**src/rtl/core/ccfd_pkg.sv**
```systemverilog
// Shared constants, status codes and the CRC-32 byte update for the COBS fix deframer.
`timescale 1ns / 1ps

package ccfd_pkg;

    localparam int FRAME_BYTES_DEF = 42;
    localparam int MIN_DECODED_DEF = 40;
    localparam int CRC_SPAN_DEF    = 32;

    // Four 64-bit fix words are read from the start of the decoded payload.
    localparam int FIX_BYTES = 32;
    localparam int WORD_BITS = 64;

    localparam int CNT_W = 9;
    localparam logic [CNT_W-1:0] COUNT_MAX = 9'h1FF;

    localparam logic [31:0] CRC_POLY = 32'hEDB88320;
    localparam logic [31:0] CRC_INIT = 32'hFFFFFFFF;

    localparam logic [7:0] FULL_CODE = 8'hFF;

    typedef logic [1:0] status_t;
    localparam status_t ST_OK        = 2'd0;
    localparam status_t ST_BAD_LEN   = 2'd1;
    localparam status_t ST_SHORT     = 2'd2;
    localparam status_t ST_CRC_ERR   = 2'd3;

    // Status, four fix words, then zero fill to a whole number of bytes.
    localparam int RESULT_BITS = 2 + 4 * WORD_BITS;
    localparam int OUT_DATA_W  = ((RESULT_BITS + 7) / 8) * 8;

    // Reflected CRC-32 over one byte, least significant bit first.
    function automatic logic [31:0] crc32_byte(input logic [31:0] crc, input logic [7:0] data);
        logic [31:0] c;
        c = crc ^ {24'd0, data};
        for (int k = 0; k < 8; k++)
        begin
            c = c[0] ? ((c >> 1) ^ CRC_POLY) : (c >> 1);
        end
        return c;
    endfunction

endpackage

```
**src/rtl/core/cobs_crc32_fix_deframer_top.sv**
```systemverilog
// COBS deframer with CRC-32 check that reports one fix result per frame delimiter.
// A result is registered and is valid on m_tvalid in the cycle after its delimiter item is accepted.
// Throughput: one received byte per cycle while s_tready is high; the byte decode and CRC update are combinational.
// s_tready drops only while a finished result waits in the output register and m_tready is low.
// Reset clears the decoder state, the counters and the output valid flag, and loads CRC_INIT into the CRC.
// The payload bytes are not cleared; each frame overwrites the entries it decodes.
`timescale 1ns / 1ps

module cobs_crc32_fix_deframer_top #(
    parameter int FRAME_BYTES = ccfd_pkg::FRAME_BYTES_DEF,
    parameter int MIN_DECODED = ccfd_pkg::MIN_DECODED_DEF,
    parameter int CRC_SPAN    = ccfd_pkg::CRC_SPAN_DEF
) (
    input  logic                              clk,
    input  logic                              rst_n,
    input  logic                              s_tvalid,
    output logic                              s_tready,
    input  logic [7:0]                        s_tdata,  // rx_byte
    output logic                              m_tvalid,
    input  logic                              m_tready,
    // frame_status[1:0], lat_bits, lon_bits, alt_bits, head_bits, zero fill
    output logic [ccfd_pkg::OUT_DATA_W-1:0]   m_tdata
);

    import ccfd_pkg::*;

    localparam int STORE_DEPTH = ((CRC_SPAN + 4) > FIX_BYTES) ? (CRC_SPAN + 4) : FIX_BYTES;
    localparam int IDX_W = $clog2(STORE_DEPTH);
    localparam int FILL_W = OUT_DATA_W - RESULT_BITS;

    logic [7:0]       group_left_reg, group_left_next;
    logic             group_full_reg, group_full_next;
    logic             zero_pending_reg, zero_pending_next;
    logic [CNT_W-1:0] enc_count_reg, enc_count_next;
    logic [CNT_W-1:0] dec_count_reg, dec_count_next;
    logic [31:0]      crc_reg, crc_next;
    logic [7:0]       store_reg [STORE_DEPTH];

    logic                  m_valid_reg, m_valid_next;
    logic [OUT_DATA_W-1:0] m_data_reg;

    logic       in_fire;
    logic       is_delim;
    logic       emit_en;
    logic [7:0] emit_byte;
    logic       store_we;
    logic [7:0] left_dec;

    status_t                  status;
    logic [31:0]              rx_crc;
    logic [4*WORD_BITS-1:0]   fix_words;
    logic [OUT_DATA_W-1:0]    result;

    assign s_tready = !m_valid_reg || m_tready;
    assign in_fire  = s_tvalid && s_tready;
    assign is_delim = (s_tdata == 8'h00);
    assign m_tvalid = m_valid_reg;
    assign m_tdata  = m_data_reg;

    // Decoder step for one non-delimiter byte. At most one byte is emitted per item:
    // either the deferred zero ahead of a new group or a data byte of the open group.
    always_comb
    begin
        group_left_next   = group_left_reg;
        group_full_next   = group_full_reg;
        zero_pending_next = zero_pending_reg;
        enc_count_next    = enc_count_reg;
        emit_en           = 1'b0;
        emit_byte         = 8'h00;
        left_dec          = group_left_reg - 8'd1;

        if (in_fire)
        begin
            if (is_delim)
            begin
                group_left_next   = 8'h00;
                group_full_next   = 1'b0;
                zero_pending_next = 1'b0;
                enc_count_next    = '0;
            end
            else
            begin
                if (enc_count_reg != COUNT_MAX)
                begin
                    enc_count_next = enc_count_reg + 9'd1;
                end
                if (group_left_reg == 8'h00)
                begin
                    emit_en           = zero_pending_reg;
                    group_left_next   = s_tdata - 8'd1;
                    group_full_next   = (s_tdata == FULL_CODE);
                    zero_pending_next = (s_tdata == 8'd1);
                end
                else
                begin
                    emit_en         = 1'b1;
                    emit_byte       = s_tdata;
                    group_left_next = left_dec;
                    if (left_dec == 8'h00)
                    begin
                        zero_pending_next = !group_full_reg;
                    end
                end
            end
        end
    end

    assign store_we = emit_en && (dec_count_reg < 9'(STORE_DEPTH));

    always_comb
    begin
        dec_count_next = dec_count_reg;
        crc_next       = crc_reg;
        if (in_fire && is_delim)
        begin
            dec_count_next = '0;
            crc_next       = CRC_INIT;
        end
        else if (emit_en)
        begin
            if (dec_count_reg < 9'(CRC_SPAN))
            begin
                crc_next = crc32_byte(crc_reg, emit_byte);
            end
            if (dec_count_reg != COUNT_MAX)
            begin
                dec_count_next = dec_count_reg + 9'd1;
            end
        end
    end

    // Frame check at the delimiter, using the state before this item.
    always_comb
    begin
        for (int i = 0; i < 4; i++)
        begin
            rx_crc[8*i +: 8] = store_reg[CRC_SPAN + i];
        end
        for (int i = 0; i < FIX_BYTES; i++)
        begin
            fix_words[8*i +: 8] = store_reg[i];
        end

        priority if (({1'b0, enc_count_reg} + 10'd1) != 10'(FRAME_BYTES))
        begin
            status = ST_BAD_LEN;
        end
        else if (dec_count_reg < 9'(MIN_DECODED))
        begin
            status = ST_SHORT;
        end
        else if (~crc_reg != rx_crc)
        begin
            status = ST_CRC_ERR;
        end
        else
        begin
            status = ST_OK;
        end

        result = {{FILL_W{1'b0}},
                  (status == ST_OK) ? fix_words : {(4*WORD_BITS){1'b0}},
                  status};
    end

    always_comb
    begin
        m_valid_next = m_valid_reg;
        if (m_tready)
        begin
            m_valid_next = 1'b0;
        end
        if (in_fire && is_delim)
        begin
            m_valid_next = 1'b1;
        end
    end

    always_ff @(posedge clk or negedge rst_n)
    begin
        if (!rst_n)
        begin
            group_left_reg   <= 8'h00;
            group_full_reg   <= 1'b0;
            zero_pending_reg <= 1'b0;
            enc_count_reg    <= '0;
            dec_count_reg    <= '0;
            crc_reg          <= CRC_INIT;
            m_valid_reg      <= 1'b0;
        end
        else
        begin
            group_left_reg   <= group_left_next;
            group_full_reg   <= group_full_next;
            zero_pending_reg <= zero_pending_next;
            enc_count_reg    <= enc_count_next;
            dec_count_reg    <= dec_count_next;
            crc_reg          <= crc_next;
            m_valid_reg      <= m_valid_next;
        end
    end

    always_ff @(posedge clk)
    begin
        if (store_we)
        begin
            store_reg[dec_count_reg[IDX_W-1:0]] <= emit_byte;
        end
        if (in_fire && is_delim)
        begin
            m_data_reg <= result;
        end
    end

endmodule
```
**config.mk**
```make
export PLATFORM = sky130hd
export DESIGN_NAME = cobs_crc32_fix_deframer_top
export DESIGN_NICKNAME = d
export VERILOG_FILES = /design/src/rtl/core/ccfd_pkg.sv /design/src/rtl/core/cobs_crc32_fix_deframer_top.sv
export SDC_FILE = /design/constraint.sdc
export NUM_CORES = 1
export LEC_CHECK = 0
export ABC_AREA = 1
export BUFFER_PORTS_ARGS = -buffer_cell sky130_fd_sc_hd__buf_2
export CAP_MARGIN = 20
export CELL_PAD_IN_SITES_DETAIL_PLACEMENT = 2
export CELL_PAD_IN_SITES_GLOBAL_PLACEMENT = 2
export CORE_MARGIN = 4
export CORE_UTILIZATION = 42
export DETAILED_ROUTE_END_ITERATION = 10
export PLACE_DENSITY_LB_ADDON = 0.1
export SLEW_MARGIN = 30
export SYNTH_ARGS = -nofsm -noshare
export SYNTH_HDL_FRONTEND = slang
export SYNTH_SLANG_ARGS = --single-unit
```
**constraint.sdc**
```tcl
create_clock -name clk -period 11.5 [get_ports clk]
set_input_delay 0.575 -clock clk [delete_from_list [all_inputs] [get_ports clk]]
set_output_delay 0.575 -clock clk [all_outputs]
set_load 0.05 [all_outputs]
```
==> results of run 1 <==
==> power by group through the flow <==
stage	registers [mW]	logic (mW)	clock network, mW
floorplan	2.57	0.426	0
global placement	2.60	0.595	0
detailed placement	2.61	0.640	0
CTS	2.57	0.658	2.15
global route	2.57	0.716	2.25
finish	2.57	0.656	2.12
==> placed cells by master, fill, tap and decap left out, types with 5 or more instances in the layout <==
| cell type | Yosys | layout |
|---|---|---|
| nand2_2 | 21 | 21 |
| edfxtp_1 | 546 | 546 |
| clkinv_1 | 0 | 7 |
| buf_4 | 14 | 12 |
| clkinv_2 | 0 | 6 |
| xor2_1 | 54 | 54 |
| clkbuf_16 | 0 | 70 |
| nand2_4 | 5 | 5 |
| a21oi_1 | 20 | 20 |
| buf_2 | 26 | 271 |
| inv_1 | 79 | 77 |
| nand2_1 | 140 | 140 |
| conb_1 | 1 | 6 |
| nor2_2 | 5 | 13 |
| nor3b_1 | 257 | 257 |
| o21ai_0 | 61 | 61 |
| nor3_1 | 9 | 9 |
| inv_2 | 9 | 11 |
| o22ai_1 | 10 | 10 |
| dfrtp_1 | 29 | 29 |
| nand4_1 | 14 | 14 |
| nor2_1 | 74 | 65 |
| dfstp_2 | 32 | 32 |
| nand3_1 | 53 | 52 |
| clkbuf_1 | 31 | 26 |
| xnor2_1 | 8 | 8 |
| ha_1 | 10 | 10 |
==> path summary, 6_finish.rpt <==
kind,from,end,slack (ns),cells after the start
worst max-delay path,crc_reg[0],m_tdata[231],7.25,8
min in group clk,m_tready,m_tvalid,0.26,4
worst max register to register,crc_reg[0],m_tdata[231],7.25,8
max in group asynchronous,rst_n,dec_count_reg[2],10.88,2
worst min register to register,group_full_reg,group_full_reg,0.51,2
worst min-delay path,rst_n,group_left_reg[1],0.07,2
==> per-layer routing <==
metal	part of all wire	wire length (µm)	vias to the layer above
li1	-	-	6238
met1	0.39	32800	7820
met2	0.53	44040	523
met3	0.049	4128	137
met4	0.031	2630	0
met5	0	0	-
==> critical path, delay by kind of cell, from the launching register on <==
kind	cells	cell delay, ns
simple gates	4	1.71
compound gates	1	0.21
buf+inv	2	1.08
flops	1	0.60
xor+xnor	1	0.23
==> cell families (layout without fill, tap and decap cells) <==
| family | after synthesis | after routing | share of synthesized area |
|---|---|---|---|
| AO/OA/AOI/OAI | 115 | 115 | 0.02773 |
| adder cells (fa/ha/maj) | 10 | 10 | 0.005312 |
| flip-flops | 607 | 607 | 0.7626 |
| XOR/XNOR | 65 | 65 | 0.02513 |
| other | 1 | 6 | 0.0001592 |
| buffers and inverters | 164 | 496 | 0.03038 |
| AND/OR/NAND/NOR | 596 | 596 | 0.1487 |
==> cell type report <==
cell class                 count  area (µm²)
timing repair buffer         289        1525
clock inverter                20       186.4
inverter                      88       330.3
sequential                   607       17960
multi-input combinational    792        4935
fill                        5293       27540
tap                          748       935.9
clock buffer                  99        1891
==> Yosys cell counts (4+ instances only) <==
| library cell | number | area (µm²) |
|---|---|---|
| ha_1 | 10 | 125.1 |
| edfxtp_1 | 546 | 16400 |
| xnor2_1 | 8 | 70.07 |
| o21ai_1 | 4 | 20.02 |
| nand4_1 | 14 | 87.58 |
| nor2_1 | 74 | 277.8 |
| xor2_1 | 54 | 473.0 |
| o221ai_1 | 4 | 35.03 |
| dfrtp_1 | 29 | 725.7 |
| o21ai_0 | 61 | 305.3 |
| nand2_1 | 140 | 525.5 |
| nand3_1 | 53 | 265.3 |
| nand2_2 | 21 | 131.4 |
| buf_4 | 14 | 105.1 |
| a21oi_1 | 20 | 100.1 |
| nor3b_1 | 257 | 1929 |
| nor2_2 | 5 | 31.28 |
| nand3_2 | 4 | 40.04 |
| nor3_1 | 9 | 45.04 |
| buf_2 | 26 | 130.1 |
| o22ai_1 | 10 | 62.56 |
| clkbuf_1 | 31 | 116.4 |
| inv_1 | 79 | 296.5 |
| dfstp_2 | 32 | 840.8 |
| inv_2 | 9 | 33.78 |
| nand2_4 | 5 | 56.30 |
==> out/metrics.csv, run 1 <==
metric;value;unit
post-synthesis cell type count;48;
via count;14718;
busiest grt layer;met2;
CTS tree;done;
clk sinks;607;
largest net degree at the start of global routing;189;
min cycle time layout;4.255;ns
antenna viol nets, final;0;
Seq/Total Area, Yosys;0.7626;
cell area after placement;25660;µm²
final setup violating endpoints;0;
antenna cells;0;
PD cells;192.3;nW/µm²
die height;244.8;µm
Worst EP arrival;4.60;ns
Setup CP Type;register to register;
worst-path maximum fanout;113;
Leak Pwr;10.70;nW
number of flip-flops in the largest register;288;
DP Worst Slack;7.432;ns
Hold Fails Final Rpt;0;
core footprint;55310;µm²
Root Driver;clkbuf_16;
Tightest Hold Check Type;primary input to asynchronous set/reset pin;
Worst Hold Margin;0.07119;ns
final cycle utilization of the critical path;0.3700;
Worst-Margin Slew;0.9983;ns
FMAX;235.0;MHz
Worst path max stage delay;0.61;ns
clock transition at the registers of the reported paths;0.06;ns
row count;86;
Initial DRC Count;1208;
WL final;83.59;mm
synth warn;0;
gpl congestion;0.8072;
met1 Usage GRT;0.3424;
clk_lat worst skew;0.61;ns
total chip power;5.340;mW
asr flop ratio synth;0.1005;
clock group share of total power;0.397;
maximum vdd drop;0.1132;mV
share of cells above drive strength 1;0.2491;
post-layout instance area;27770;µm²
Avg Vias per Cell;5.569;
Buffers on Ports;271;
Final nets;1866;
Int Pwr;3.869;mW
Slew headroom;0.3320;
routed length per instance;31.63;µm
setup TNS;0;ns
Crit-path slowest cell;clkbuf_8;
die area;59930;µm²
residual DRC count;0;
sw frac;0.2755;
CP Capture Type;register;
Post CTS Setup Buffer Count;0;
Required @ worst endpoint;11.84;ns
M3 GR Usage;0.04304;
CP startpoint kind;register;
TritonCTS Buffers;66;
Pins Over Slew Limit;0;
Final WS setup;7.245;ns
routing usage on met2;0.4995;
post-layout util;0.5020;
die extent in x;244.8;µm
clk buf depth;3;
Clock Skews;0.02315;ns
syn avg cell area;15.12;µm²
Max-Cap Viols;0;
CTS Hold Bufs;0;
P_sw;1.471;mW
Cells after Synth;1558;
gr usage total;0.2763;
status;completed;
first-pass GRT wire length;120.7;mm
Pre-Repair DR Iteration Count;5;
RSZ-0062 raised after global routing;no;
htree depth;3;
sequential share of power;0.481;
final global-route overflow total;0;
Detail Placement HPWL;50.39;mm
crit-path cells;xor2_1 > o221ai_1 > nor4_1 > and2_1 > nand3_4 > clkbuf_8 > buf_6 > nor3b_1;
antenna violations before repair;0;
Non-Filler Instances;2643;
synthesized flop and latch total;607;
Post-CTS Resized;0;
Primary FF master, synth;edfxtp_1;
I/O pin total;278;
combinational share of power;0.123;
Mapped Area;23550;µm²
Post-synth EDFFs;546;
Area Growth Syn to Fin;17.88;%
placed cells;2524;
starting density of the core;0.4259;
number of global-route vias before repair;16226;
Note: power is estimated with default switching activity, not from simulation.
==> run 2: changes to the inputs <==
==> constraint.sdc (replaced) <==
create_clock -name clk -period 4.2 [get_ports clk]
set_input_delay 0.21 -clock clk [delete_from_list [all_inputs] [get_ports clk]]
set_output_delay 0.21 -clock clk [all_outputs]
set_load 0.05 [all_outputs]
==> out/metrics.csv, run 2 (synthesis gave the netlist of run 1 again) <==
metric;value;unit;change
status;completed;;
final cycle utilization of the critical path;0.8798;;+0.5098
R2R setup slack;0.50;ns;-6.74 ns
DP Worst Slack;0.6494;ns;-6.783 ns
clk buf depth;3;;unchanged
starting density of the core;0.4259;;unchanged
FMAX;270.6;MHz;+15%
Max-Cap Viols;0;;unchanged
Non-Filler Instances;2650;;+0.26%
final setup violating endpoints;0;;unchanged
clock transition at the registers of the reported paths;0.08;ns;+0.02 ns
clk_lat worst skew;0.62;ns;about the same
die extent in x;244.8;µm;unchanged
Post-CTS Resized;0;;unchanged
CP startpoint kind;register;;
Worst path max stage delay;0.78;ns;+0.17 ns
htree depth;3;;unchanged
Detail Placement HPWL;50.56;mm;+0.34%
number of global-route vias before repair;15987;;-1.5%
residual DRC count;0;;unchanged
number of flip-flops in the largest register;288;;unchanged
setup TNS;0;ns;unchanged
CTS tree;done;;
routed length per instance;30.84;µm;-2.5%
antenna viol nets, final;0;;unchanged
Hold Fails Final Rpt;0;;unchanged
core footprint;55310;µm²;unchanged
Required @ worst endpoint;4.50;ns;-7.34 ns
Reg area;17960;µm²;unchanged
Crit-path slowest cell;nor3b_1;;
clock group share of total power;0.388;;-0.009
multi-input logic area;4918;µm²;-0.33%
M3 GR Usage;0.04686;;+0.003823
commonest non-fill, non-tap cell in the layout;edfxtp_1;;
crit-path cells;xor2_1 > o211ai_1 > nor3_1 > nor3b_2 > nand3_4 > buf_12 > nor3b_1;;
filler cell count;5299;;+0.11%
antenna violations before repair;3;;+3
sw frac;0.2795;;+0.004018
final global-route overflow total;0;;unchanged
Initial DRC Count;1299;;+7.5%
PD cells;518.2;nW/µm²;+170%
WL final;81.73;mm;-2.2%
TritonCTS Buffers;66;;unchanged
Buffers on Ports;271;;unchanged
Slew headroom;0.3687;;+0.03663
Worst-Margin Slew;0.9435;ns;-0.05475 ns
Leak Pwr;10.74;nW;+0.39%
Buffers & Inverters on Critical Path;1;;-1
Root Driver;clkbuf_16;;
combinational share of power;0.123;;about the same
I/O pin total;278;;unchanged
via count;14587;;-0.89%
clk sinks;607;;unchanged
Final nets;1880;;+0.75%
P_sw;4.030;mW;+170%
CP Capture Type;register;;
Final WS setup;0.5049;ns;-6.741 ns
row count;86;;unchanged
first-pass GRT wire length;118.0;mm;-2.2%
RSZ-0062 raised after global routing;no;;
Pins Over Slew Limit;0;;unchanged
Clock Skews;0.03121;ns;+0.008063 ns
busiest grt layer;met2;;
Pre-Repair DR Iteration Count;5;;unchanged
Int Pwr;10.39;mW;+170%
largest net degree at the start of global routing;144;;-24%
sequential share of power;0.488;;+0.007
Area Growth Syn to Fin;18.12;%;
die height;244.8;µm;unchanged
CP delay by family, top;simple AND/OR/NAND/NOR gates;;
routing usage on met2;0.4682;;-0.03131
placed cells;2533;;+0.36%
met1 Usage GRT;0.3473;;+0.004933
maximum vdd drop;0.2961;mV;+160%
min cycle time layout;3.695;ns;-0.5595 ns
commonest cells after routing, fill and taps aside;546 x edfxtp_1, 271 x buf_2, 257 x nor3b_1, 140 x nand2_1, 77 x inv_1;;
Setup CP Type;register to register;;
die area;59930;µm²;unchanged
share of cells above drive strength 1;0.2493;;+0.0002659
Avg Vias per Cell;5.505;;-1.2%
Worst EP arrival;3.99;ns;-0.61 ns
worst-path maximum fanout;74;;-35%
gr usage total;0.2714;;-0.004894
Tightest Hold Check Type;primary input to register;;
gpl congestion;0.8190;;+1.5%
==> run 2: path summary, 6_finish.rpt <==
| check | start | end | cells past startpoint |
|---|---|---|---|
| setup reg to reg | crc_reg[5] | m_tdata[33] | 7 |
| setup / recovery | crc_reg[5] | m_tdata[33] | 7 |
| hold / removal | s_tdata[4] | group_left_reg[4] | 5 |
| max in group asynchronous | rst_n | crc_reg[15] | 3 |
| min in group asynchronous | rst_n | enc_count_reg[1] | 2 |
| hold reg to reg | enc_count_reg[0] | enc_count_reg[0] | 1 |
==> run 2: final cells by class <==
class	count	share of cell area
Sequential cell	607	0.6456
Multi-Input combinational cell	792	0.1768
Clock buffer	83	0.06309
Timing Repair Buffer	303	0.06098
Tap cell	748	0.03364
Inverter	88	0.01187
Clock inverter	28	0.007960
Antenna cell	1	0.00008994
==> run 2: power groups by stage <==
stage	Sequential (mW)	Combinational, mW	Clock, mW
after floorplan	7.04	1.17	0
after global placement	7.13	1.63	0
after detailed placement	7.16	1.75	0
after CTS	7.04	1.79	5.70
after global routing	7.06	1.96	5.98
final	7.04	1.78	5.60
==> run 2: repair_timing <==
item,in CTS,in global routing
endpoints found under the hold margin,17,0
endpoints found under the setup margin,0,0
hold buffers,5,0
setup buffers,0,0
==> run 2: metrics by stage <==
| stage | hold slack (ns) | power (mW) | cell area, µm² | util |
|---|---|---|---|---|
| global placement | 0.3652 | 8.765 | 25790 | 0.4663 |
| detailed placement | 0.3625 | 8.901 | 25790 | 0.4663 |
| finish | 0.1005 | 14.42 | 27820 | 0.5031 |
| CTS | 0.07617 | 14.53 | 27820 | 0.5029 |
| floorplan | -0.08559 | 8.209 | 23580 | - |
| global route | 0.1306 | 15.00 | 27820 | 0.5030 |
==> run 2: per-layer routing <==
layer,vias to the layer above,wire length [µm]
met5,-,0
li1,6250,-
met3,149,4045
met2,494,41370
met4,0,3127
met1,7694,33190
==> run 2: worst reg2reg max path: cells and delay by family, from the launching register on <==
family	cells	cell delay [ns]
simple gates	4	1.96
flops	1	0.61
buf+inv	1	0.47
xor+xnor	1	0.20
compound gates	1	0.15
==> run 3: changes to the inputs <==
--- a/config.mk
+++ b/config.mk
@@ -13,7 +13,7 @@
 export CORE_MARGIN = 4
 export CORE_UTILIZATION = 42
 export DETAILED_ROUTE_END_ITERATION = 10
-export PLACE_DENSITY_LB_ADDON = 0.1
+export PLACE_DENSITY_LB_ADDON = 0.3
 export SLEW_MARGIN = 30
 export SYNTH_ARGS = -nofsm -noshare
 export SYNTH_HDL_FRONTEND = slang
==> out/metrics.csv, run 3 (synthesis gave the netlist of run 1 again) <==
metric;value;unit;change
die extent in x;244.8;µm;unchanged
Pre-Repair DR Iteration Count;5;;unchanged
R2R setup slack;0.39;ns;-0.11 ns
starting density of the core;0.4259;;unchanged
Reg2Reg Depth;12;;+5
residual DRC count;0;;unchanged
status;completed;;
reg-to-reg startpoint;enc_count_reg[0];;
Max-Cap Viols;0;;unchanged
antenna violations before repair;0;;-3
clock transition at the registers of the reported paths;0.07;ns;about the same
Slew headroom;0.3079;;-0.06082
gr usage total;0.2838;;+0.01232
first-pass GRT wire length;124.3;mm;+5.3%
Worst-Margin Slew;1.034;ns;+0.09089 ns
die area;59930;µm²;unchanged
Required @ worst endpoint;4.58;ns;+0.08 ns
capturing point of the worst reg2reg path;m_tdata[110];;
crit-path cells;ha_1 > nand2_1 > nor2_1 > nand2_1 > nor3_1 > ha_1 > inv_1 > nand3_1 > nor2_1 > nand4_1 > buf_4 > nor3b_1;;
die height;244.8;µm;unchanged
number of flip-flops in the largest register;288;;unchanged
core footprint;55310;µm²;unchanged
Buffers on Ports;271;;unchanged
via count;14927;;+2.3%
Root Driver;clkbuf_16;;
CP startpoint kind;register;;
TritonCTS Buffers;61;;-7.6%
number of global-route vias before repair;16324;;+2.1%
final cycle utilization of the critical path;0.9067;;+0.02689
Crit-path slowest cell;buf_4;;
DP Worst Slack;0.7138;ns;+0.06445 ns
maximum vdd drop;0.3312;mV;+12%
gpl congestion;0.7714;;-5.8%
commonest cells after routing, fill and taps aside;546 x edfxtp_1, 271 x buf_2, 257 x nor3b_1, 140 x nand2_1, 77 x inv_1;;
Pins Over Slew Limit;0;;unchanged
Leak Pwr;10.75;nW;about the same
largest net degree at the start of global routing;187;;+30%
WL final;86.76;mm;+6.2%
setup TNS;0;ns;unchanged
Initial DRC Count;1273;;-2.0%
Post-CTS Resized;0;;unchanged
CP Capture Type;register;;
row count;86;;unchanged
CTS tree;done;;
Setup CP Type;register to register;;
Detail Placement HPWL;52.11;mm;+3.1%
Avg Vias per Cell;5.622;;+2.1%
FMAX;262.6;MHz;-3.0%
htree depth;2;;-1
Worst path max stage delay;0.60;ns;-0.18 ns
Clock Skews;0.02255;ns;-0.008657 ns
I/O pin total;278;;unchanged
PD cells;521.4;nW/µm²;+0.63%
share of cells above drive strength 1;0.2549;;+0.005508
post-layout util;0.5037;;+0.0006110
clk sinks;607;;unchanged
antenna cells;0;;-1
Final nets;1878;;-0.11%
Final WS setup;0.3920;ns;-0.1129 ns
Worst EP arrival;4.19;ns;+0.20 ns
RSZ-0062 raised after global routing;no;;
clk buf depth;3;;unchanged
commonest non-fill, non-tap cell in the layout;edfxtp_1;;
clk_lat worst skew;0.65;ns;+0.03 ns
min cycle time layout;3.808;ns;+0.1129 ns
Hold Fails Final Rpt;0;;unchanged
final global-route overflow total;0;;unchanged
antenna viol nets, final;0;;unchanged
Tightest Hold Check Type;primary input to asynchronous set/reset pin;;
filler cell count;5249;;-0.94%
routed length per instance;32.68;µm;+6.0%
total chip power;14.53;mW;+0.75%
Area Growth Syn to Fin;18.27;%;
final setup violating endpoints;0;;unchanged
worst-path maximum fanout;75;;+1.4%
## run 3: cell types whose count changed in the layout (fill, tap and decap cells not counted), moves of 3 or more
cell and delta:
buf_4 +6, nor2_2 +9, bufinv_16 +4, clkinv_1 +4, inv_6 -3, clkbuf_16 -5, buf_12 -4, nor2_1 -9
## run 3: area by class of cell
cell class	count	area [µm²]	share of cell area
Multi-Input combinational cell	792	4937	0.1772
Inverter	88	330.3	0.01186
Timing Repair Buffer	306	1689	0.06064
Sequential cell	607	17960	0.6448
Clock buffer	77	1637	0.05875
Clock inverter	37	365.4	0.01312
Tap cell	748	935.9	0.03360
## run 3: metal layers
layer  part of all wire  up-vias  track usage
met2               0.52      558       0.5109
li1                   -     6251            -
met3              0.052      105      0.03867
met1               0.40     8013       0.3648
met5                  0        -            0
met4              0.023        0      0.06964
## run 3: repair_timing
action | in CTS | in global routing
hold buffers | 5 | 0
setup endpoints to repair | 0 | 0
buffers inserted | 0 | 0
hold endpoints to repair | 17 | 0
## run 3: critical path, delay by kind of cell (launching register included)
family | cells | cell delay, ns
simple gates | 8 | 1.84
buf+inv | 2 | 0.70
fa+ha+maj | 2 | 0.55
flops | 1 | 0.44
## run 3: report_power, final
part	internal, mW	switching, mW
Combinational	0.496	1.31
Clock	3.14	2.53
Sequential	6.80	0.256
## run 3: how the worst max path moves through the flow
| stage | cells after the start | from | slack (ns) | to |
|---|---|---|---|---|
| finish | 12 | enc_count_reg[0] | 0.39 | m_tdata[110] |
| global placement | 7 | m_tvalid | 1.20 | store_reg[18][1] |
| CTS | 12 | enc_count_reg[0] | 0.45 | m_tdata[110] |
| floorplan | 5 | m_tvalid | 0.25 | m_tdata[0] |
| detailed placement | 12 | enc_count_reg[0] | 0.71 | m_tdata[127] |
| global route | 12 | enc_count_reg[0] | 0.28 | m_tdata[110] |
## run 3: stage by stage
step           cell area (µm²)  std cells  hold slack [ns]
2_1_floorplan            23580       1563         -0.08559
3_3_place_gp             25750       2535           0.1807
3_5_place_dp             25750       2535           0.1911
4_1_cts                  27810       2654          0.03108
5_1_grt                  27860       2655          0.07749
6_report                 27860       2655          0.05108
